`src/sv/pfn_pkg.sv`:
```
// Shared constants and types for the Newell polygon face normal unit.
package pfn_pkg;
  localparam int COORD_WIDTH      = 16;
  localparam int ACC_WIDTH        = 48;
  localparam int NORMAL_FRAC_BITS = 14;
  localparam int TAG_W            = 16;
  localparam int OUT_W            = 16;
  localparam int MAG_W            = 30;
  localparam int SSQ_W            = 2 * MAG_W + 2;
  localparam int ROOT_W           = MAG_W + 1;
  localparam int NUM_W            = MAG_W + NORMAL_FRAC_BITS + 1;
  localparam int PROD_W           = 2 * (COORD_WIDTH + 1);
  localparam int Q_DEPTH          = 4;
  localparam int Q_AW             = 2;

  typedef struct packed {
    logic signed [ACC_WIDTH-1:0] sx;
    logic signed [ACC_WIDTH-1:0] sy;
    logic signed [ACC_WIDTH-1:0] sz;
    logic [TAG_W-1:0]            tag;
    logic                        clip;
  } face_t;

  typedef struct packed {
    logic            valid;
    logic [Q_AW:0]   count;
  } q_stat_t;
endpackage

```
`src/sv/pfn_queue.sv`:
```
// Short face queue between the edge front end and the normalizer.
module pfn_queue (
  input  logic              clk,
  input  logic              rst_n,
  input  logic              push,
  input  pfn_pkg::face_t    push_face,
  input  logic              pop,
  output pfn_pkg::q_stat_t  q_stat,
  output pfn_pkg::face_t    head
);
  import pfn_pkg::*;

  face_t          mem_r [Q_DEPTH];
  logic [Q_AW-1:0] wptr_r, rptr_r;
  logic [Q_AW:0]   cnt_r, cnt_nxt;

  assign q_stat.valid = cnt_r != '0;
  assign q_stat.count = cnt_r;
  assign head = mem_r[rptr_r];

  always_comb begin
    cnt_nxt = cnt_r;
    if (push && !pop) cnt_nxt = cnt_r + 1'b1;
    if (!push && pop) cnt_nxt = cnt_r - 1'b1;
  end

  always_ff @(posedge clk) begin
    if (!rst_n) begin
      wptr_r <= '0;
      rptr_r <= '0;
      cnt_r  <= '0;
    end else begin
      if (push) wptr_r <= wptr_r + 1'b1;
      if (pop) rptr_r <= rptr_r + 1'b1;
      cnt_r <= cnt_nxt;
    end
  end

  always_ff @(posedge clk) begin
    if (push) mem_r[wptr_r] <= push_face;
  end
endmodule

```
`config.mk`:
```
export PLATFORM = sky130hd
export DESIGN_NAME = pfn_queue
export DESIGN_NICKNAME = d
export VERILOG_FILES = /design/src/sv/pfn_pkg.sv /design/src/sv/pfn_queue.sv
export SDC_FILE = /design/constraint.sdc
export NUM_CORES = 1
export LEC_CHECK = 0
export BUFFER_PORTS_ARGS = -buffer_cell sky130_fd_sc_hd__buf_2
export CORE_MARGIN = 3
export CORE_UTILIZATION = 57
export CTS_CLUSTER_DIAMETER = 80
export CTS_CLUSTER_SIZE = 10
export DETAILED_ROUTE_END_ITERATION = 7
export PLACE_DENSITY = 0.77
export SETUP_SLACK_MARGIN = 0.2
export SYNTH_ARGS = -nofsm -noshare
export SYNTH_HDL_FRONTEND = slang
export SYNTH_SLANG_ARGS = --single-unit
```
`constraint.sdc`:
```
create_clock -name clk -period 5.9 [get_ports clk]
set_clock_uncertainty 0.1 [all_clocks]
set_input_delay 0.295 -clock clk [delete_from_list [all_inputs] [get_ports clk]]
set_output_delay 0.295 -clock clk [all_outputs]
set_load 0.05 [all_outputs]
```
Word-level counts from Yosys, hierarchy flattened
Memories as Yosys holds them, arrays and structs flattened. A register that Yosys moved wholly into a read port is not among the register bits. Cells that the tools add are included.

RAM bits: 644. Memories kept: 1. Output and inout bits: 165. Memory bits (read-only): 0. Register bits: 7. Latch bits: 0. Logic and storage cells: 20. Input bits: 165.

Memory list: mem_r (depth 4, width 161, read ports 1, clocked after Yosys merged registers in 1, write ports 1, RTL line pfn_queue.sv:13) `face_t mem_r [Q_DEPTH];`.

Shift-type cells: 0. Reduce and logical (&&, ||, !) cells: 6. Eq/ne operators: 0. Mux-type cells: 6. $mul: 0. $add $sub $neg: 4. Order comparisons: 0. Divide/modulo/power cells: 0. Bitwise operators: 0.

Operators with widths (number): $mux W3 (2); $add A2 B1 Y2 const B (2); $mux W2 (2); $add A3 B1 Y3 const B (1); $reduce_bool A3 Y1 (1); $sub A3 B1 Y3 const B (1); $logic_and A1 B1 Y1 (2); $logic_not A1 Y1 (2); $mux W1 (2); $reduce_bool A2 Y1 (1).

Longest topological paths before layout
Depth in word-level cells: 4. Depth in mapped cells: 7. Mapped depth without buffers: 7.

Least setup slack after synthesis
No wires, ideal clock.

Path kind: register -> register. From: register wptr_r[0]. To: memory mem_r[0][0] in the netlist's numbering (enable). Setup slack: 1.043 ns. Path buffers: 0. Library setup time: 0.540 ns. Cell stages (with the launch flop): 4. Clock period less this slack: 4.857 ns. Required time: 5.260 ns. Arrival time: 4.217 ns. Path through: dfxtp_1 inv_1 ha_1 and2_1.

RTL lines: start: declaration (RTL line pfn_queue.sv:14) `logic [Q_AW-1:0] wptr_r, rptr_r;`; start signal: assignment (RTL line pfn_queue.sv:33) `if (push) wptr_r <= wptr_r + 1'b1;`; end: declaration (RTL line pfn_queue.sv:13).

Straight into the memory's write port.

==> flow_summary.json <==
{
  "outcome": "complete, no violations",
  "cp_max_fo": 65,
  "yosysWarnings": 0,
  "wirelength_um": 49400,
  "power.density_nw_per_um2": 371,
  "grt_pass1_wl_um": 75800,
  "io_buffer_count": 329,
  "drt-pass1-iter-count": 5,
  "grt_max_degree": 126,
  "postCtsSetupRepairBufs": 0,
  "synth_seq_cells": 653,
  "crit_path_end_kind": "output port",
  "maxCapViolCount": 0,
  "critPathArrivalTime_ns": 2.93,
  "max_stage_delay_ns": 0.91,
  "fmax_ghz": 0.301,
  "crit_type": "flop to output port",
  "worst-endpoint-required_ns": 5.51,
  "path_clk_slew_ns": 0.05,
  "hold_class": "primary input to flop",
  "hold_viol_final": 0,
  "peakVddDrop_mv": 0.388,
  "rows": 73,
  "die_h_um": 210,
  "gp_congestion": 0.709,
  "antenna_left": 0,
  "slew_headroom_pct": 35.6,
  "place_ws_ns": 3.07,
  "slowest_stage": "dfxtp_4",
  "nets": 1599,
  "crit_path_end": "head[134]",
  "netlist_instances": 886,
  "cts_tree": "yes",
  "clock-sinks": 653,
  "coreArea_um2": 40400,
  "rsz0062_at_grt": "no",
  "cts_buffers": 75,
  "setup_viol": 0,
  "finalSetupTns_ns": 0,
  "floorplan.initialDensity_pct": 58.6,
  "finalWorstSetupSlack_ns": 2.58,
  "fillers": 2212,
  "syn-num-nets": 1057,
  "worstSkewPairLatency_ns": 0.57,
  "final_cell_mix": "644 x edfxtp_1, 329 x buf_2, 164 x dlygate4sd3_1, 161 x mux4_2, 77 x clkbuf_16",
  "die_x_um": 210,
  "avgSynthCellArea_um2": 26.7,
  "layout_commonest_cell": "edfxtp_1",
  "die_area_um2": 44000,
  "clk_path_buf_depth": 3,
  "crit_path_start_kind": "flop",
  "period_minus_slack_ns": 3.32,
  "drive_gt1_share_pct": 40.0,
  "p_leak_nw": 10.0,
  "reg2reg_depth": 4,
  "worst_slew_pin_slew_ns": 0.966,
  "clock-root-buffer": "clkbuf_16",
  "grt.overflow.total": 0,
  "grt_pass1_vias": 12300,
  "htree_levels": 3,
  "wl_per_cell_um": 24.9,
  "synthToLayoutAreaGrowth_pct": 25.1,
  "r2r_end": "mem_r[0][145]$_DFFE_PP_",
  "drt_first_iter_violations": 933,
  "grt_usage_pct": 22.9,
  "vias": 11500,
  "synth.distinct_cells": 18,
  "antenna_found_initial": 6,
  "finalCritPeriodShare_pct": 56.3,
  "crit_chain": "buf_12 -> mux4_2 -> buf_2",
  "avgViaCountPerCell": 5.78,
  "rr_startpoint": "wptr_r[0]$_SDFFE_PN0P_",
  "pin_count": 330,
  "drv_slew": 0,
  "r2r_slack_ns": 3.19,
  "cts_resized": 0,
  "ctsHoldBuffers": 164,
  "seq_area_frac_synth_pct": 82.5,
  "netlist_area_um2": 23700,
  "drc": 0,
  "detailedPlacementHpwl_um": 26300
}
==> cell usage after synthesis, drive strengths merged <==
library cell / count / share of area [%]
xor2: 3 / 0.11
o21ai: 2 / 0.042
inv: 6 / 0.095
and2: 10 / 0.26
or3: 2 / 0.053
clkbuf: 7 / 0.11
nor2b: 1 / 0.026
buf: 29 / 0.90
mux2i: 1 / 0.042
a21boi: 1 / 0.032
xnor2: 2 / 0.074
nand2: 2 / 0.032
dfxtp: 9 / 0.76
ha: 5 / 0.26
edfxtp: 644 / 82
fa: 1 / 0.085
mux4: 161 / 15
==> through the flow <==
step / instance area, um^2 / utilization (%) / total power (W) / hold WS, ns / std cells
after global routing: 29600 / 73.3 / 0.0113 / 0.355 / 1988
after floorplan: 23700 / - / 0.00662 / 0.294 / 886
after detailed placement: 25900 / 64.1 / 0.00699 / 0.409 / 1712
final: 29600 / 73.3 / 0.0110 / 0.369 / 1989
after global placement: 25900 / 64.1 / 0.00696 / 0.405 / 1712
after CTS: 29600 / 73.2 / 0.0111 / 0.332 / 1984
==> where the power goes <==
group	internal, W	leakage [nW]	switching (W)
Sequential	0.00534	5.99	0.0000797
Combinational	0.000498	3.05	0.00107
Clock	0.00236	0.996	0.00163
Total	0.00820	10.0	0.00278
==> cells by family after synthesis <==
kind of cell             synth area share [%]
flip-flops                               82.5
multiplexers                             15.4
buffers and inverters                    1.11
AND/OR/NAND/NOR                         0.376
adder cells (fa/ha/maj)                 0.349
XOR/XNOR                                0.185
AO/OA/AOI/OAI                          0.0741
==> critical path: cells and delay by family, from the launching register on <==
family	cells	cell delay, ns
flops	1	0.91
buf+inv	2	0.73
mux	1	0.59
==> final cells by class <==
cell class,count,area (um^2),share of cell area (%)
Timing Repair Buffer,501,3420,11.6
Multi-Input combinational cell,191,3880,13.1
Tap cell,525,657,2.22
Clock inverter,3,26.3,0.0888
Sequential cell,653,19500,66.0
Inverter,6,22.5,0.0761
Antenna cell,5,12.5,0.0423
Clock buffer,105,2030,6.87
==> worst min-delay path by stage <==
stage / start / end / slack, ns / cells past startpoint
3_3_place_gp: cnt_r[2]$_SDFFE_PN0P_ / cnt_r[2]$_SDFFE_PN0P_ / 0.40 / 2
3_5_place_dp: push_face[7] / mem_r[0][7]$_DFFE_PP_ / 0.41 / 1
6_report: push_face[11] / mem_r[3][11]$_DFFE_PP_ / 0.37 / 2
5_1_grt: push_face[11] / mem_r[3][11]$_DFFE_PP_ / 0.35 / 2
4_1_cts: push_face[103] / mem_r[0][103]$_DFFE_PP_ / 0.33 / 2
2_1_floorplan: push_face[0] / mem_r[0][0]$_DFFE_PP_ / 0.29 / 0
==> state kept, by name, indices dropped and copies added, names as in the netlist, named ones only <==
signal  count
mem_r     644
cnt_r       3
rptr_r      2
wptr_r      2
==> metal layers <==
metal  wire length [um]  share of wire (%)  vias to the layer above  GRT usage, %
met5                 13              0.026                        -             0
met4               1430                2.9                        2          8.01
met3               4240                8.6                       98          6.22
met2              25100                 51                      535          37.3
met1              18600                 38                     5954          30.5
li1                   -                  -                     4904             -
No activity file was read; power rests on OpenSTA's default activity.
