<file path="src/sv/pfn_pkg.sv">
// Shared constants and types for the Newell polygon face normal unit.
package pfn_pkg;
  localparam int COORD_WIDTH      = 16;
  localparam int ACC_WIDTH        = 48;
  localparam int NORMAL_FRAC_BITS = 14;
  localparam int TAG_W            = 16;
  localparam int OUT_W            = 16;
  localparam int MAG_W            = 30;
  localparam int SSQ_W            = 2 * MAG_W + 2;
  localparam int ROOT_W           = MAG_W + 1;
  localparam int NUM_W            = MAG_W + NORMAL_FRAC_BITS + 1;
  localparam int PROD_W           = 2 * (COORD_WIDTH + 1);
  localparam int Q_DEPTH          = 4;
  localparam int Q_AW             = 2;

  typedef struct packed {
    logic signed [ACC_WIDTH-1:0] sx;
    logic signed [ACC_WIDTH-1:0] sy;
    logic signed [ACC_WIDTH-1:0] sz;
    logic [TAG_W-1:0]            tag;
    logic                        clip;
  } face_t;

  typedef struct packed {
    logic            valid;
    logic [Q_AW:0]   count;
  } q_stat_t;
endpackage

</file>
<file path="src/sv/pfn_front.sv">
// Edge front end: Newell cross terms and saturating running sums.
module pfn_front (
  input  logic                              clk,
  input  logic                              rst_n,
  input  logic                              in_valid,
  output logic                              in_ready,
  input  logic signed [pfn_pkg::COORD_WIDTH-1:0] sx,
  input  logic signed [pfn_pkg::COORD_WIDTH-1:0] sy,
  input  logic signed [pfn_pkg::COORD_WIDTH-1:0] sz,
  input  logic signed [pfn_pkg::COORD_WIDTH-1:0] ex,
  input  logic signed [pfn_pkg::COORD_WIDTH-1:0] ey,
  input  logic signed [pfn_pkg::COORD_WIDTH-1:0] ez,
  input  logic [pfn_pkg::TAG_W-1:0]         tag,
  input  logic                              last,
  input  pfn_pkg::q_stat_t                  q_stat,
  output logic                              push,
  output pfn_pkg::face_t                    push_face
);
  import pfn_pkg::*;

  localparam int CW = COORD_WIDTH + 1;

  logic                       a_valid_r, a_last_r;
  logic [TAG_W-1:0]           a_tag_r;
  logic signed [PROD_W-1:0]   px_r, py_r, pz_r;
  logic signed [ACC_WIDTH-1:0] accx_r, accy_r, accz_r, accx_nxt, accy_nxt, accz_nxt;
  logic                       clip_r, clip_nxt;
  logic signed [CW-1:0]       ax, bx, ay, by, az, bz;
  logic [ACC_WIDTH:0]         rx, ry, rz;

  function automatic logic [ACC_WIDTH:0] sat_add(input logic signed [ACC_WIDTH-1:0] acc,
                                                 input logic signed [PROD_W-1:0] p);
    logic signed [ACC_WIDTH:0] s;
    logic [ACC_WIDTH-1:0]      v;
    s = {acc[ACC_WIDTH-1], acc} + (ACC_WIDTH+1)'(p);
    if (s[ACC_WIDTH] != s[ACC_WIDTH-1]) begin
      v = s[ACC_WIDTH] ? {1'b1, {(ACC_WIDTH-1){1'b0}}} : {1'b0, {(ACC_WIDTH-1){1'b1}}};
      return {1'b1, v};
    end
    return {1'b0, s[ACC_WIDTH-1:0]};
  endfunction

  assign in_ready = ({1'b0, q_stat.count} + (Q_AW+2)'(a_valid_r && a_last_r))
                    < (Q_AW+2)'(Q_DEPTH);

  always_comb begin
    ax = CW'(sy) + CW'(ey);
    bx = CW'(ez) - CW'(sz);
    ay = CW'(sz) + CW'(ez);
    by = CW'(ex) - CW'(sx);
    az = CW'(sx) + CW'(ex);
    bz = CW'(ey) - CW'(sy);
  end

  always_comb begin
    rx = sat_add(accx_r, px_r);
    ry = sat_add(accy_r, py_r);
    rz = sat_add(accz_r, pz_r);
    accx_nxt = accx_r;
    accy_nxt = accy_r;
    accz_nxt = accz_r;
    clip_nxt = clip_r;
    push = 1'b0;
    push_face.sx = rx[ACC_WIDTH-1:0];
    push_face.sy = ry[ACC_WIDTH-1:0];
    push_face.sz = rz[ACC_WIDTH-1:0];
    push_face.tag = a_tag_r;
    push_face.clip = clip_r | rx[ACC_WIDTH] | ry[ACC_WIDTH] | rz[ACC_WIDTH];
    if (a_valid_r) begin
      if (a_last_r) begin
        push = 1'b1;
        accx_nxt = '0;
        accy_nxt = '0;
        accz_nxt = '0;
        clip_nxt = 1'b0;
      end else begin
        accx_nxt = rx[ACC_WIDTH-1:0];
        accy_nxt = ry[ACC_WIDTH-1:0];
        accz_nxt = rz[ACC_WIDTH-1:0];
        clip_nxt = push_face.clip;
      end
    end
  end

  always_ff @(posedge clk) begin
    if (!rst_n) begin
      a_valid_r <= 1'b0;
      a_last_r  <= 1'b0;
      accx_r    <= '0;
      accy_r    <= '0;
      accz_r    <= '0;
      clip_r    <= 1'b0;
    end else begin
      a_valid_r <= in_valid && in_ready;
      a_last_r  <= last;
      accx_r    <= accx_nxt;
      accy_r    <= accy_nxt;
      accz_r    <= accz_nxt;
      clip_r    <= clip_nxt;
    end
  end

  always_ff @(posedge clk) begin
    a_tag_r <= tag;
    px_r    <= ax * bx;
    py_r    <= ay * by;
    pz_r    <= az * bz;
  end
endmodule

</file>
<file path="config.mk">
export PLATFORM = sky130hd
export DESIGN_NAME = pfn_front
export DESIGN_NICKNAME = d
export VERILOG_FILES = /design/src/sv/pfn_pkg.sv /design/src/sv/pfn_front.sv
export SDC_FILE = /design/constraint.sdc
export NUM_CORES = 2
export LEC_CHECK = 0
export BUFFER_PORTS_ARGS = -buffer_cell sky130_fd_sc_hd__buf_2
export CORE_ASPECT_RATIO = 0.7
export CORE_MARGIN = 1.5
export CORE_UTILIZATION = 30
export CTS_CLUSTER_DIAMETER = 50
export DETAILED_ROUTE_END_ITERATION = 7
export PLACE_DENSITY = 0.53
export SLEW_MARGIN = 10
export SYNTH_ARGS = -nofsm -noshare
export SYNTH_HDL_FRONTEND = slang
export SYNTH_SLANG_ARGS = --single-unit
</file>
<file path="constraint.sdc">
create_clock -name clk -period 7.6 [get_ports clk]
set_input_delay 0.38 -clock clk [delete_from_list [all_inputs] [get_ports clk]]
set_output_delay 0.38 -clock clk [all_outputs]
set_load 0.02 [all_outputs]
</file>
Word-level counts from Yosys, hierarchy flattened
Cells that the tools add are included.

Output and inout bits: 163. Bits of input ports: 120. ROM bits: 0. Memories: 0. Flip-flop bits (word level): 265. Memory bits (writable): 0. Bits in latches: 0.

Multiplexer cells: 18. Bitwise logic cells: 3. Equal/unequal tests: 3. Shift-type cells: 0. Divide/modulo/power cells: 0. Reduce and logical (&&, ||, !) cells: 2. $add $sub $neg: 10. Magnitude comparators: 1. $mul: 3.

Operator list (number): 49-bit 2-to-1 mux (6); 48-bit 2-to-1 mux (6); 48-bit by 34-bit adder with 49-bit output (3); 17-bit by 17-bit multiplier with 34-bit output (3); 16-bit by 16-bit adder with 17-bit output (3); 16-bit by 16-bit subtractor with 17-bit output (3); 1-bit 2-to-1 mux (6); 3-bit by 1-bit adder with 4-bit output (1); 4-bit by 3-bit < comparator with 1-bit output, second input constant (1); 1-bit != test (3); 1-bit bitwise OR (3); 1-bit logical AND (2).

Logic depth before layout (Yosys ltp)
Word-level depth: 8. Gate-level depth with buffers: 39. Gate-level depth less buffers: 38.

Least setup slack after synthesis
OpenSTA, ideal clock, no wires.

Kind: input-to-reg. From: input port sz[2] (netlist bit). To: register py_r[32]. Arrival: 8.166 ns. Stages: 36. Library setup time: 0.127 ns. Path buffers: 3. Path slack: -0.692 ns. Cells stage by stage: inv_1 > ha_1 > buf_2 > o21bai_1 > a21oi_1 > o21ai_0 > a2111oi_0 > nor3_1 > o41a_1 > o21bai_1 > a21oi_1 > xor2_1 > buf_2 > nand2_1 > fa_1 > inv_1 > fa_1 > inv_1 > fa_1 > inv_1 > fa_1 > fa_1 > inv_1 > fa_1 > inv_1 > ha_1 > clkbuf_1 > a21oi_1 > nor2b_1 > nor4_1 > a211oi_1 > nor4_1 > o31ai_1 > a21oi_1 > o21ai_0 > xor2_1.

Word-level cells in the longest chain between the ends: 2.

Ends and longest elaborated chain: start, declared (RTL line pfn_front.sv:9) `input logic signed [pfn_pkg::COORD_WIDTH-1:0] sz,`; 16-bit by 16-bit adder with 17-bit output (RTL line pfn_front.sv:49) `ay = CW'(sz) + CW'(ez);`; 17-bit by 17-bit multiplier with 34-bit output (RTL line pfn_front.sv:106) `py_r <= ay * by;`; end signal, assigned (RTL line pfn_front.sv:106); end, declared (RTL line pfn_front.sv:25) `logic signed [PROD_W-1:0] px_r, py_r, pz_r;`.

Every way passes these cells. A chain may end at the register's enable or synchronous reset.

Final worst setup path
From: input port ex[0] (netlist bit). To: register pz_r[31].

Word-level cells in the longest chain between the ends: 2.

Ends and longest elaborated chain: start, declared (RTL line pfn_front.sv:10) `input logic signed [pfn_pkg::COORD_WIDTH-1:0] ex,`; 16-bit by 16-bit adder with 17-bit output (RTL line pfn_front.sv:51) `az = CW'(sx) + CW'(ex);`; 17-bit by 17-bit multiplier with 34-bit output (RTL line pfn_front.sv:107) `pz_r <= az * bz;`; end signal, assigned (RTL line pfn_front.sv:107); end, declared (RTL line pfn_front.sv:25).

Every way passes these cells.

==> impl_metrics.py <==
metrics = {
    "logic_synthesis": {
        "synth_edf_count": 0,
        "muxShareOfSynthArea_pct": 0.2067,
        "synth-compound-area-share_pct": 14.32,
        "syn-num-nets": 7470,
        "yosys.area.top_type": "fa_1",
        "yosysMostFrequentCell": "inv_1",
        "synth_cell_types": 88,
        "yosys.area_share.simple_pct": 13.63,
        "synth_fa_ha_area_share_pct": 46.56,
        "syn_avg_cell_area_um2": 8.745,
        "synth_ff_type": "dfxtp_1",
        "yosys-top-cells-count": "inv_1 (1,044), fa_1 (898), nand2_1 (615)",
        "yosysWarnings": 0,
        "synth_top_family_by_area": "adder cells",
        "synth_area_um2": 52050,
        "syn_inst": 5952,
        "synth-xor-area-share_pct": 5.873,
        "ys_seq_area_share_pct": 10.19,
        "synth_top_area_share_pct": 34.54,
        "ys_seq_elements": 265,
        "synth_area_leaders": "fa_1 (35%), ha_1 (12%), dfxtp_1 (10%)",
        "synthArstFlopShare_pct": 0,
    },
    "setup_path": {
        "crit_path_max_incr_delay_ns": 0.54,
        "r2r-start": "accz_r[1]$_SDFFE_PN0P_",
        "start_kind": "input port",
        "critPathKind": "input port to register",
        "crit_slowest_cell": "fa_1",
        "worst_setup_path_end_kind": "register",
        "required_ns": 8.13,
        "cpMostUsedCell": "fa_1",
        "crit_fanout": 8,
        "crit_arrival_ns": 8.10,
        "worstSetupStartpoint": "ex[0]",
    },
    "timing": {
        "tightest_slew_ns": 1.237,
        "report.final.hold_viol_count": 0,
        "finalCritPeriodShare_pct": 99.60,
        "rsz0062_at_grt": "true",
        "setup_viol": 0,
        "maxClockFrequency_ghz": 0.1321,
        "setup_ws_ns": 0.03040,
        "slew_viol_final": 0,
        "finClkSkew_ns": 0.03280,
        "min_period_ns": 7.570,
        "relSlewSlack_pct": 17.21,
    },
    "min_path": {
        "hold_class": "input port to register",
        "hold_start": "rst_n",
    },
    "cts": {
        "root_buffer": "clkbuf_16",
        "cts_tree": "built",
        "path_clk_slew_ns": 0.05,
        "htree_levels": 2,
        "clock_latency_ns": 0.63,
        "numCtsBuffers": 48,
        "clock_sinks": 265,
        "clockBufferDepth": 3,
    },
    "floorplan": {
        "die_x_um": 500.8,
        "initial_utilization_pct": 30.30,
        "coreArea_um2": 171800,
        "die_area_um2": 176000,
        "fp-row-count": 127,
        "die-height_um": 351.5,
        "ioPinCount": 283,
    },
    "routing": {
        "drt-vias-per-instance": 4.726,
        "via_count": 43899,
        "drcViolationCount": 0,
        "drtIter0Drc": 2277,
        "wl_per_cell_um": 18.11,
        "detail-route-antenna-nets": 0,
        "drt-total-wl_um": 168300,
        "firstDrtPassIters": 5,
    },
    "layout": {
        "area_growth_pct": 26.51,
        "nNetsFinal": 8431,
        "layout-drive-gt1-share_pct": 22.24,
    },
    "placed_design": {
        "place_ws_ns": -1.060,
        "routabilityCongestion": 0.9196,
        "portBuffers": 281,
        "detailed_place_hpwl_um": 144700,
    },
    "global_route": {
        "grt_overflow": 0,
        "antenna_found_initial": 26,
        "groute.usage.overall_pct": 19.14,
        "grt_pass1_vias": 46043,
        "grt_pass1_wl_um": 264000,
        "grt_max_degree": 58,
    },
    "outcome": {
        "status": "complete, no violations",
    },
    "job": {
        "drv_cap": 0,
    },
}
worst max-delay path: cells and delay by family:
kind	cells	cell delay, ns
buf+inv	9	0.89
simple gates	2	0.56
compound gates	17	2.50
fa+ha+maj	9	3.64
xor+xnor	1	0.12
final timing paths:
path | endpoint | slack, ns | cells after the start
max | pz_r[31]$_DFF_P_ | 0.03 | 38
min | accy_r[47]$_SDFFE_PN0P_ | 0.11 | 3
min reg2reg | clip_r$_SDFFE_PN0P_ | 0.47 | 2
max reg2reg | accz_r[45]$_SDFFE_PN0P_ | 1.33 | 18
cells in the final DEF (no fill, tap or decap), drive strengths merged, types with 23 or more instances in the layout:
cell type	count
nand2b	77
a21o	130
o211ai	47
and3	36
a211oi	23
o21a	54
xor2	104
and2	104
nand2	615
clkbuf	57
or2	31
buf	1106
a21oi	308
ha	500
o21ai	254
nand4	34
a31oi	39
nand3	45
nor2	379
a22o	95
fa	898
xnor2	246
inv	1061
dfxtp	265
nor2b	128
nor3	45
o21bai	52
cell type report:
cell class	count	area, µm²
diodes	14	35.03
clock inverters	33	447.9
clock buffers	57	1306
flip-flops and latches	265	5305
fillers	17429	105900
multi-input cells	4426	43480
inverters	1046	3946
well taps	2322	2905
repair buffers	1126	8421
through the flow:
stage	cells	TNS, ns	hold slack, ns	utilization [%]	instance area (µm²)
floorplan	5952	-0.6414	0.4077	-	52810
finish	9289	0	0.1090	38.33	65840
global route	9283	-2.639	0.09925	38.32	65830
CTS	9251	-0.04397	0.05986	37.78	64900
global placement	9116	-20.21	0.4510	36.36	62450
detailed placement	9116	-23.62	0.4542	36.36	62450
cell families (layout without fill, tap and decap cells):
logic type      count (synthesis)  after routing
simple gates                 1541           1541
fa+ha+maj                    1398           1398
buf+inv                      1262           2262
compound gates               1127           1127
xor+xnor                      349            350
flops                         265            265
mux                            10             10
other cells                     0             14
timing repair:
| item | 4_1_cts | 5_1_grt |
|---|---|---|
| pin swaps | 78 | 135 |
| buffers inserted | 25 | 26 |
| resized for setup | 59 | 178 |
| endpoints found under the setup margin | 16 | 32 |
| hold buffers | 20 | 0 |
| cloned | 1 | 0 |
| endpoints found under the hold margin | 18 | 0 |
registers in the layout, indices dropped and copies added, names as in the netlist:
register,count
pz_r,34
clip_r,1
a_valid_r,1
px_r,34
accz_r,48
accx_r,48
a_last_r,1
py_r,34
accy_r,48
a_tag_r,16
routing by layer:
layer	GRT usage (%)	share of wire, %	vias up	wire, µm
met5	0	0.021	-	36
met4	4.955	3.0	6	5112
met3	2.031	4.2	211	7002
met2	32.23	46	887	78220
met1	26.12	46	21826	77890
li1	-	-	20969	-
Power is left out: the tool's default activity adds up to more than one toggle a clock period on the data nets, which glitch-free logic cannot reach.
