===== src/sv/pfn_pkg.sv =====
// Shared constants and types for the Newell polygon face normal unit.
package pfn_pkg;
  localparam int COORD_WIDTH      = 16;
  localparam int ACC_WIDTH        = 48;
  localparam int NORMAL_FRAC_BITS = 14;
  localparam int TAG_W            = 16;
  localparam int OUT_W            = 16;
  localparam int MAG_W            = 30;
  localparam int SSQ_W            = 2 * MAG_W + 2;
  localparam int ROOT_W           = MAG_W + 1;
  localparam int NUM_W            = MAG_W + NORMAL_FRAC_BITS + 1;
  localparam int PROD_W           = 2 * (COORD_WIDTH + 1);
  localparam int Q_DEPTH          = 4;
  localparam int Q_AW             = 2;

  typedef struct packed {
    logic signed [ACC_WIDTH-1:0] sx;
    logic signed [ACC_WIDTH-1:0] sy;
    logic signed [ACC_WIDTH-1:0] sz;
    logic [TAG_W-1:0]            tag;
    logic                        clip;
  } face_t;

  typedef struct packed {
    logic            valid;
    logic [Q_AW:0]   count;
  } q_stat_t;
endpackage


===== src/sv/pfn_back.sv =====
// Normalizer: scale, sum of squares, square root and divisions per face.
module pfn_back (
  input  logic                    clk,
  input  logic                    rst_n,
  input  pfn_pkg::q_stat_t        q_stat,
  input  pfn_pkg::face_t          head,
  output logic                    pop,
  output logic                    out_valid,
  input  logic                    out_ready,
  output logic [pfn_pkg::OUT_W-1:0] nx,
  output logic [pfn_pkg::OUT_W-1:0] ny,
  output logic [pfn_pkg::OUT_W-1:0] nz,
  output logic [pfn_pkg::TAG_W-1:0] tag,
  output logic                    degen,
  output logic                    sat
);
  import pfn_pkg::*;

  localparam int STEP_W = $clog2(NUM_W + 1);

  typedef enum logic [6:0] {
    S_IDLE  = 7'b0000001,
    S_SHIFT = 7'b0000010,
    S_SQ    = 7'b0000100,
    S_ROOT  = 7'b0001000,
    S_LOAD  = 7'b0010000,
    S_DIV   = 7'b0100000,
    S_OUT   = 7'b1000000
  } state_t;

  state_t              state_r;
  logic [ACC_WIDTH-1:0] m_r [3];
  logic [2:0]          neg_r;
  logic [TAG_W-1:0]    tag_r;
  logic                clip_r, degen_r;
  logic [1:0]          idx_r;
  logic [STEP_W-1:0]   step_r;
  logic [2*MAG_W-1:0]  prod_r;
  logic [SSQ_W-1:0]    ssq_r, ssq_sum, n_r, r_r, bit_r;
  logic [SSQ_W:0]      trial;
  logic [ROOT_W-1:0]   len_r;
  logic [ROOT_W:0]     rem_r, rem_s;
  logic [NUM_W-1:0]    num_r, q_fin, q_c;
  logic [OUT_W-1:0]    res_r [3];
  logic                out_valid_r;
  logic [OUT_W-1:0]    nx_r, ny_r, nz_r;
  logic [TAG_W-1:0]    otag_r;
  logic                odegen_r, osat_r;
  logic [MAG_W-1:0]    msel;

  assign out_valid = out_valid_r;
  assign nx = nx_r;
  assign ny = ny_r;
  assign nz = nz_r;
  assign tag = otag_r;
  assign degen = odegen_r;
  assign sat = osat_r;
  assign pop = (state_r == S_IDLE) && q_stat.valid;

  assign msel    = (idx_r == 2'd3) ? '0 : m_r[idx_r][MAG_W-1:0];
  assign ssq_sum = ssq_r + SSQ_W'(prod_r);
  assign trial   = {1'b0, r_r} + {1'b0, bit_r};
  assign rem_s   = {rem_r[ROOT_W-1:0], num_r[NUM_W-1]};
  assign q_fin   = {num_r[NUM_W-2:0], rem_s >= {1'b0, len_r}};

  always_comb begin
    q_c = q_fin;
    if (neg_r[idx_r]) begin
      if (q_fin > NUM_W'(2 ** (OUT_W - 1))) q_c = NUM_W'(2 ** (OUT_W - 1));
    end else begin
      if (q_fin > NUM_W'(2 ** (OUT_W - 1) - 1)) q_c = NUM_W'(2 ** (OUT_W - 1) - 1);
    end
  end

  always_ff @(posedge clk) begin
    if (!rst_n) begin
      state_r     <= S_IDLE;
      out_valid_r <= 1'b0;
    end else begin
      if (state_r == S_OUT && (!out_valid_r || out_ready)) out_valid_r <= 1'b1;
      else if (out_ready) out_valid_r <= 1'b0;
      unique case (state_r)
        S_IDLE: begin
          if (q_stat.valid) begin
            if (head.sx == '0 && head.sy == '0 && head.sz == '0) state_r <= S_OUT;
            else state_r <= S_SHIFT;
          end
        end
        S_SHIFT: begin
          if (((m_r[0] | m_r[1] | m_r[2]) >> MAG_W) == '0) state_r <= S_SQ;
        end
        S_SQ: begin
          if (idx_r == 2'd3) state_r <= S_ROOT;
        end
        S_ROOT: begin
          if (step_r == STEP_W'(ROOT_W - 1)) state_r <= S_LOAD;
        end
        S_LOAD: state_r <= S_DIV;
        S_DIV: begin
          if (step_r == STEP_W'(NUM_W - 1)) state_r <= (idx_r == 2'd2) ? S_OUT : S_LOAD;
        end
        S_OUT: begin
          if (!out_valid_r || out_ready) state_r <= S_IDLE;
        end
        default: state_r <= S_IDLE;
      endcase
    end
  end

  always_ff @(posedge clk) begin
    unique case (state_r)
      S_IDLE: begin
        neg_r   <= {head.sz[ACC_WIDTH-1], head.sy[ACC_WIDTH-1], head.sx[ACC_WIDTH-1]};
        m_r[0]  <= head.sx[ACC_WIDTH-1] ? -head.sx : head.sx;
        m_r[1]  <= head.sy[ACC_WIDTH-1] ? -head.sy : head.sy;
        m_r[2]  <= head.sz[ACC_WIDTH-1] ? -head.sz : head.sz;
        tag_r   <= head.tag;
        clip_r  <= head.clip;
        degen_r <= head.sx == '0 && head.sy == '0 && head.sz == '0;
        res_r[0] <= '0;
        res_r[1] <= '0;
        res_r[2] <= '0;
        idx_r   <= '0;
        ssq_r   <= '0;
        prod_r  <= '0;
      end
      S_SHIFT: begin
        if (((m_r[0] | m_r[1] | m_r[2]) >> MAG_W) != '0) begin
          m_r[0] <= m_r[0] >> 1;
          m_r[1] <= m_r[1] >> 1;
          m_r[2] <= m_r[2] >> 1;
        end
      end
      S_SQ: begin
        prod_r <= msel * msel;
        if (idx_r != 2'd0) ssq_r <= ssq_sum;
        idx_r <= idx_r + 1'b1;
        if (idx_r == 2'd3) begin
          n_r    <= ssq_sum;
          r_r    <= '0;
          bit_r  <= SSQ_W'(1) << (2 * (ROOT_W - 1));
          step_r <= '0;
        end
      end
      S_ROOT: begin
        if ({1'b0, n_r} >= trial) begin
          n_r <= n_r - trial[SSQ_W-1:0];
          r_r <= (r_r >> 1) + bit_r;
        end else begin
          r_r <= r_r >> 1;
        end
        bit_r  <= bit_r >> 2;
        step_r <= step_r + 1'b1;
        if ({1'b0, n_r} >= trial) len_r <= ROOT_W'((r_r >> 1) + bit_r);
        else len_r <= ROOT_W'(r_r >> 1);
        idx_r <= '0;
      end
      S_LOAD: begin
        num_r  <= ({NUM_W'(msel)} << NORMAL_FRAC_BITS) + NUM_W'(len_r >> 1);
        rem_r  <= '0;
        step_r <= '0;
      end
      S_DIV: begin
        if (rem_s >= {1'b0, len_r}) rem_r <= rem_s - {1'b0, len_r};
        else rem_r <= rem_s;
        num_r  <= q_fin;
        step_r <= step_r + 1'b1;
        if (step_r == STEP_W'(NUM_W - 1)) begin
          res_r[idx_r] <= neg_r[idx_r] ? OUT_W'(0) - q_c[OUT_W-1:0] : q_c[OUT_W-1:0];
          idx_r <= idx_r + 1'b1;
        end
      end
      S_OUT: begin
        if (!out_valid_r || out_ready) begin
          nx_r     <= res_r[0];
          ny_r     <= res_r[1];
          nz_r     <= res_r[2];
          otag_r   <= tag_r;
          odegen_r <= degen_r;
          osat_r   <= clip_r;
        end
      end
      default: ;
    endcase
  end
endmodule


===== config.mk =====
export PLATFORM = sky130hd
export DESIGN_NAME = pfn_back
export DESIGN_NICKNAME = d
export VERILOG_FILES = /design/src/sv/pfn_pkg.sv /design/src/sv/pfn_back.sv
export SDC_FILE = /design/constraint.sdc
export NUM_CORES = 2
export LEC_CHECK = 0
export BUFFER_PORTS_ARGS = -buffer_cell sky130_fd_sc_hd__buf_2
export CORE_MARGIN = 2
export CORE_UTILIZATION = 45
export CTS_BUF_LIST = sky130_fd_sc_hd__clkbuf_4
export DETAILED_ROUTE_END_ITERATION = 16
export GPL_ROUTABILITY_DRIVEN = 0
export SYNTH_ARGS = -nofsm -noshare
export SYNTH_HDL_FRONTEND = slang
export SYNTH_SLANG_ARGS = --single-unit

===== constraint.sdc =====
create_clock -name clk -period 16.35 [get_ports clk]
set_input_delay 0.8175 -clock clk [delete_from_list [all_inputs] [get_ports clk]]
set_output_delay 0.8175 -clock clk [all_outputs]
set_load 0.01 [all_outputs]

Word-level counts from Yosys, hierarchy flattened:

Memories as Yosys holds them, arrays and structs flattened. A register that Yosys moved wholly into a read port is not among the register bits.
Index checks and enable logic that the tools add are counted.

* add/subtract/negate cells: 12
* multiply operators: 1
* div/mod/pow operators: 0
* magnitude comparators: 5
* equality and inequality tests: 19
* shift-type cells: 0
* mux-type cells: 55
* bitwise logic cells: 5
* reductions and logical operators: 28

Operators by type and width (count)
* 62-bit one-hot mux with 2 select lines: 4
* 62-bit two-way mux: 6
* 48-bit two-way mux: 6
* 48-bit logical NOT: 4
* 48-bit negator: 3
* 60-bit one-hot mux with 2 select lines: 1
* 48-bit bitwise OR: 2
* 45-bit one-hot mux with 2 select lines: 1
* 16-bit two-way mux: 5
* 62-bit by 62-bit adder with 63-bit output: 1
* 62-bit by 63-bit greater-or-equal comparator with 1-bit output: 1
* 61-bit by 62-bit adder with 62-bit output: 1
* 62-bit by 60-bit adder with 62-bit output: 1
* 31-bit two-way mux: 2
* 31-bit one-hot mux with 2 select lines: 1
* 62-bit subtractor: 1
* 30-bit by 30-bit multiplier with 60-bit output: 1
* 7-bit two-way mux: 8
* 7-bit one-hot mux with 7 select lines: 1
* 48-bit nonzero test: 1
* 44-bit by 30-bit adder with 45-bit output: 1
* 45-bit by 15-bit greater-than comparator with 1-bit output (second input constant): 1
* 45-bit by 16-bit greater-than comparator with 1-bit output (second input constant): 1
* 32-bit by 31-bit greater-or-equal comparator with 1-bit output: 1
* 35 further kinds: 70

* register bits: 470
* bits in latches: 0
* memory bits (writable): 192
* memory bits (read-only): 0
* input port bits: 168
* output and inout port bits: 68
* logic and storage cells: 146
* memories kept: 2

Memories
* m_r: depth 3, width 48, rd ports 4, clocked after Yosys merged registers in 1, write ports 3, RTL line pfn_back.sv:32 `logic [ACC_WIDTH-1:0] m_r [3];`
* res_r: depth 3, width 16, rd ports 3, clocked after Yosys merged registers in 3, write ports 3, RTL line pfn_back.sv:44 `logic [OUT_W-1:0] res_r [3];`

Longest topological paths before layout:

An unclocked memory read counts as a cell.

* word-level depth: 8
* depth in mapped cells: 39
* gate-level depth less buffers: 34

Least setup slack after synthesis:

OpenSTA, ideal clock, no wires.

* path type: register to register
* from: register state_r[3]
* to: memory m_r[0][0] (enable)
* setup time: 0.846 ns
* data arrival time: 11.122 ns
* required time: 15.504 ns
* path slack: 4.382 ns
* cell stages (with the launch flop): 5
* path buffers: 0
* clock period less this slack: 11.968 ns
* cells stage by stage: dfxtp_1 -> or3_1 -> nor3_1 -> nand3b_1 -> o21ai_0

RTL lines
* from (decl): RTL line pfn_back.sv:31 `state_t state_r;`
* from (signal assigned): RTL line pfn_back.sv:100 `if (step_r == STEP_W'(NUM_W - 1)) state_r <= (idx_r == 2'd2) ? S_OUT : S_LOAD;`
* to (decl): RTL line pfn_back.sv:32

==> reports/metrics.csv <==
metric;value;unit
Setup Fix Bufs, Post-CTS;0;
die outline width;394.7;um
Max-cap violations;0;
xor/xnor share of the synthesized area;0.05981;
crit end category;flip-flop;
# DRC;0;
global-route wire length before repair;309.3;mm
DRT Pass-1 Iters;6;
DIE AREA;0.1558;mm^2
Routed WL per cell;20.42;um
post-layout min period;11590;ps
initial antenna violation count;20;
FMAX;86.30;MHz
post-synthesis cell count;7190;
YS warnings;0;
worst-margin pin slew;1237;ps
crit start category;flip-flop;
CP bufs+invs;8;
via count;53670;
outcome;completed;
largest family of logic cells by synthesized area;adder cells;
hold path startpoint;head[103];
vias per cell;5.513;
number of DRC markers in iteration 0;4411;
RR Endpoint;prod_r[56];
Syn Area/Cell;9.552;um^2
clk_skew;81.86;ps
post-synthesis sequential area ratio;0.2958;
slowest cell on the critical path;clkinv_1;
TritonCTS clock tree;built;
CP required;17240;ps
Clock Path Buffers;3;
register-to-register setup slack;4760;ps
Area Growth Syn to Fin;10.37;%
Total Routed Length;198.8;mm
Final Hold Vio Count;0;
H-tree depth;4;
CTS Buf Count;182;
mapped cell area;0.06868;mm^2
area fraction in compound gates after synthesis;0.1316;
starting density of the core;0.4527;
antenna-violating nets left;0;
WS Path Type;flip-flop to flip-flop;
clk_lat worst skew;1200;ps
Seq cells post-synth;680;
core area;0.1517;mm^2
Adder-Cell Fraction of Synth Area;0.2964;
Die Span Y;394.7;um
setup violators final;0;
Overflow after GRT;0;
num rows;143;
Sink Count;680;
setup_tns;0;ps
CTS Root Cell;clkbuf_4;
Primary FF master, synth;edfxtp_1;
Async SR Flop Fraction;0;
Hold WC Path Type;input port to flip-flop;
EDFF count, synth;670;
share of layout cells above drive strength 1;0.09329;
Top Family by Delay on Critical Path;adder cells;
Slew headroom;0.1680;
critical path fanouts, max;34;
mux cell area share after synthesis;0.008981;
largest net degree at the start of global routing;283;
crit-path max cell delay;910;ps
Final period util;0.7087;
GRT Total Usage;0.2549;
WHS Endpoint;m_r[1][38];
NumNets Final;8910;
Simple-Gate Fraction of Synth Area;0.1331;
DP HPWL;148.3;mm
max-slew violation count;0;
distinct cell type count after synthesis;85;
vias in the first global route;54010;
CP arrival;12480;ps
critical path's most frequent cell;fa_1;
Reg2Reg Depth;31;
Worst-path clk slew;70;ps
I/O Buffers;232;
RSZ-0062 raised after global routing;false;
Syn Nets;8561;
hold path cells;3;
number of I/O pins;236;
==> what timing repair did <==
action,CTS,global route
endpoints found under the hold margin,116,0
resized for setup,0,0
hold buffers,109,0
endpoints found under the setup margin,0,0
==> worst max path at each step <==
stage / from / cells past startpoint / slack, ps / end
floorplan: state_r[3] / 4 / 4380 / m_r[0][0]
global placement: flip-flop / 31 / 5010 / prod_r[56]
detailed placement: flip-flop / 31 / 4900 / prod_r[56]
CTS: flip-flop / 34 / 4870 / prod_r[59]
global route: flip-flop / 31 / 4310 / prod_r[56]
finish: flip-flop / 31 / 4760 / prod_r[56]
==> logic make-up (layout without fill, tap and decap cells) <==
| kind of cell | after synthesis | after routing |
|---|---|---|
| AOI/OAI and AO/OA | 1427 | 1427 |
| xor gates and xnor gates | 469 | 469 |
| adders and majority gates | 1203 | 1203 |
| buffers and inverters | 1350 | 1846 |
| DFF | 680 | 680 |
| muxes | 59 | 59 |
| other | 0 | 18 |
| and+or+nand+nor | 2002 | 2002 |
==> routing by layer <==
layer	vias to the layer above	track usage	routed length, um
met5	-	0	27
met4	4	0.09617	7242
met3	384	0.03984	12820
met2	1810	0.4063	91410
met1	26380	0.3503	87300
li1	25090	-	-
==> cell type report <==
cell class | count | area [um^2]
fillers | 14330 | 75920
clock buffers | 256 | 1922
multi-input cells | 5160 | 43500
flip-flops and latches | 680 | 20320
diodes | 18 | 45.04
repair buffers | 425 | 2908
clock inverters | 75 | 467.9
inverters | 1090 | 4096
well taps | 2030 | 2540
==> layout by cell type, fill, tap and decap left out, drive strengths merged, types with 72 or more instances in the layout <==
cell	count
a31oi	86
dlygate4sd3	109
clkbuf	256
edfxtp	670
ha	496
buf	316
a211oi	95
and2	97
a21oi	295
xnor2	206
nand2	726
clkinv	72
xor2	263
nor2	618
a21o	136
nor2b	87
fa	707
inv	1090
o21ai	441
==> flip-flops by register name, indices dropped and copies added (netlist names), 31 cells and up, named ones only <==
signal,flops
rem_r,31
res_r,48
prod_r,59
num_r,45
len_r,31
n_r,62
m_r,144
bit_r,31
r_r,62
ssq_r,62
==> worst reg2reg max path: cells and delay by family, from the launching register on <==
kind | cells | cell delay, ps
fa+ha+maj | 9 | 4410
buf+inv | 8 | 2350
simple gates | 7 | 1950
compound gates | 6 | 1680
flops | 1 | 780
xor+xnor | 1 | 140
==> per-stage QoR <==
step,setup slack [ps],std cells,util,instance area [um^2],hold WS [ps]
4_1_cts,4868,9716,0.4993,75760,1.038
6_report,4762,9734,0.4996,75800,106.6
3_3_place_gp,5012,9276,0.4764,72280,400.2
2_1_floorplan,4382,7190,-,68680,400.3
5_1_grt,4312,9734,0.4996,75800,23.75
3_5_place_dp,4895,9276,0.4764,72280,404.5
==> synthesized netlist by cell type (14+ instances only) <==
| master | instances | area [um^2] |
|---|---|---|
| a31oi_1 | 86 | 538.0 |
| mux2i_1 | 38 | 380.4 |
| a21oi_1 | 295 | 1476 |
| nor2_1 | 618 | 2320 |
| clkbuf_1 | 226 | 848.3 |
| mux2_2 | 21 | 236.5 |
| or3_1 | 60 | 375.4 |
| o31ai_1 | 66 | 495.5 |
| o21a_1 | 34 | 255.2 |
| and2_1 | 96 | 600.6 |
| o21bai_1 | 55 | 412.9 |
| buf_1 | 30 | 112.6 |
| o21ai_0 | 436 | 2182 |
| or4_1 | 22 | 165.2 |
| a31o_2 | 31 | 271.5 |
| a21o_1 | 136 | 1021 |
| a211o_1 | 30 | 262.8 |
| nand3_1 | 70 | 350.3 |
| nor3_1 | 70 | 350.3 |
| inv_1 | 1078 | 4046 |
| nand4_1 | 60 | 375.4 |
| nand2_1 | 726 | 2725 |
| o41ai_1 | 22 | 192.7 |
| or2_2 | 14 | 87.58 |
| and3_1 | 36 | 225.2 |
| ha_1 | 496 | 6206 |
| edfxtp_1 | 670 | 20120 |
| nor4_1 | 41 | 256.5 |
| o211ai_1 | 20 | 150.1 |
| a211oi_1 | 95 | 713.2 |
| xnor2_1 | 206 | 1804 |
| xor2_1 | 263 | 2303 |
| nor2b_1 | 87 | 544.3 |
| nand2b_1 | 51 | 319.1 |
| fa_1 | 707 | 14150 |
Power is not shown: default switching activity piles up to over one toggle a cycle in this logic, so the estimate is an artifact.
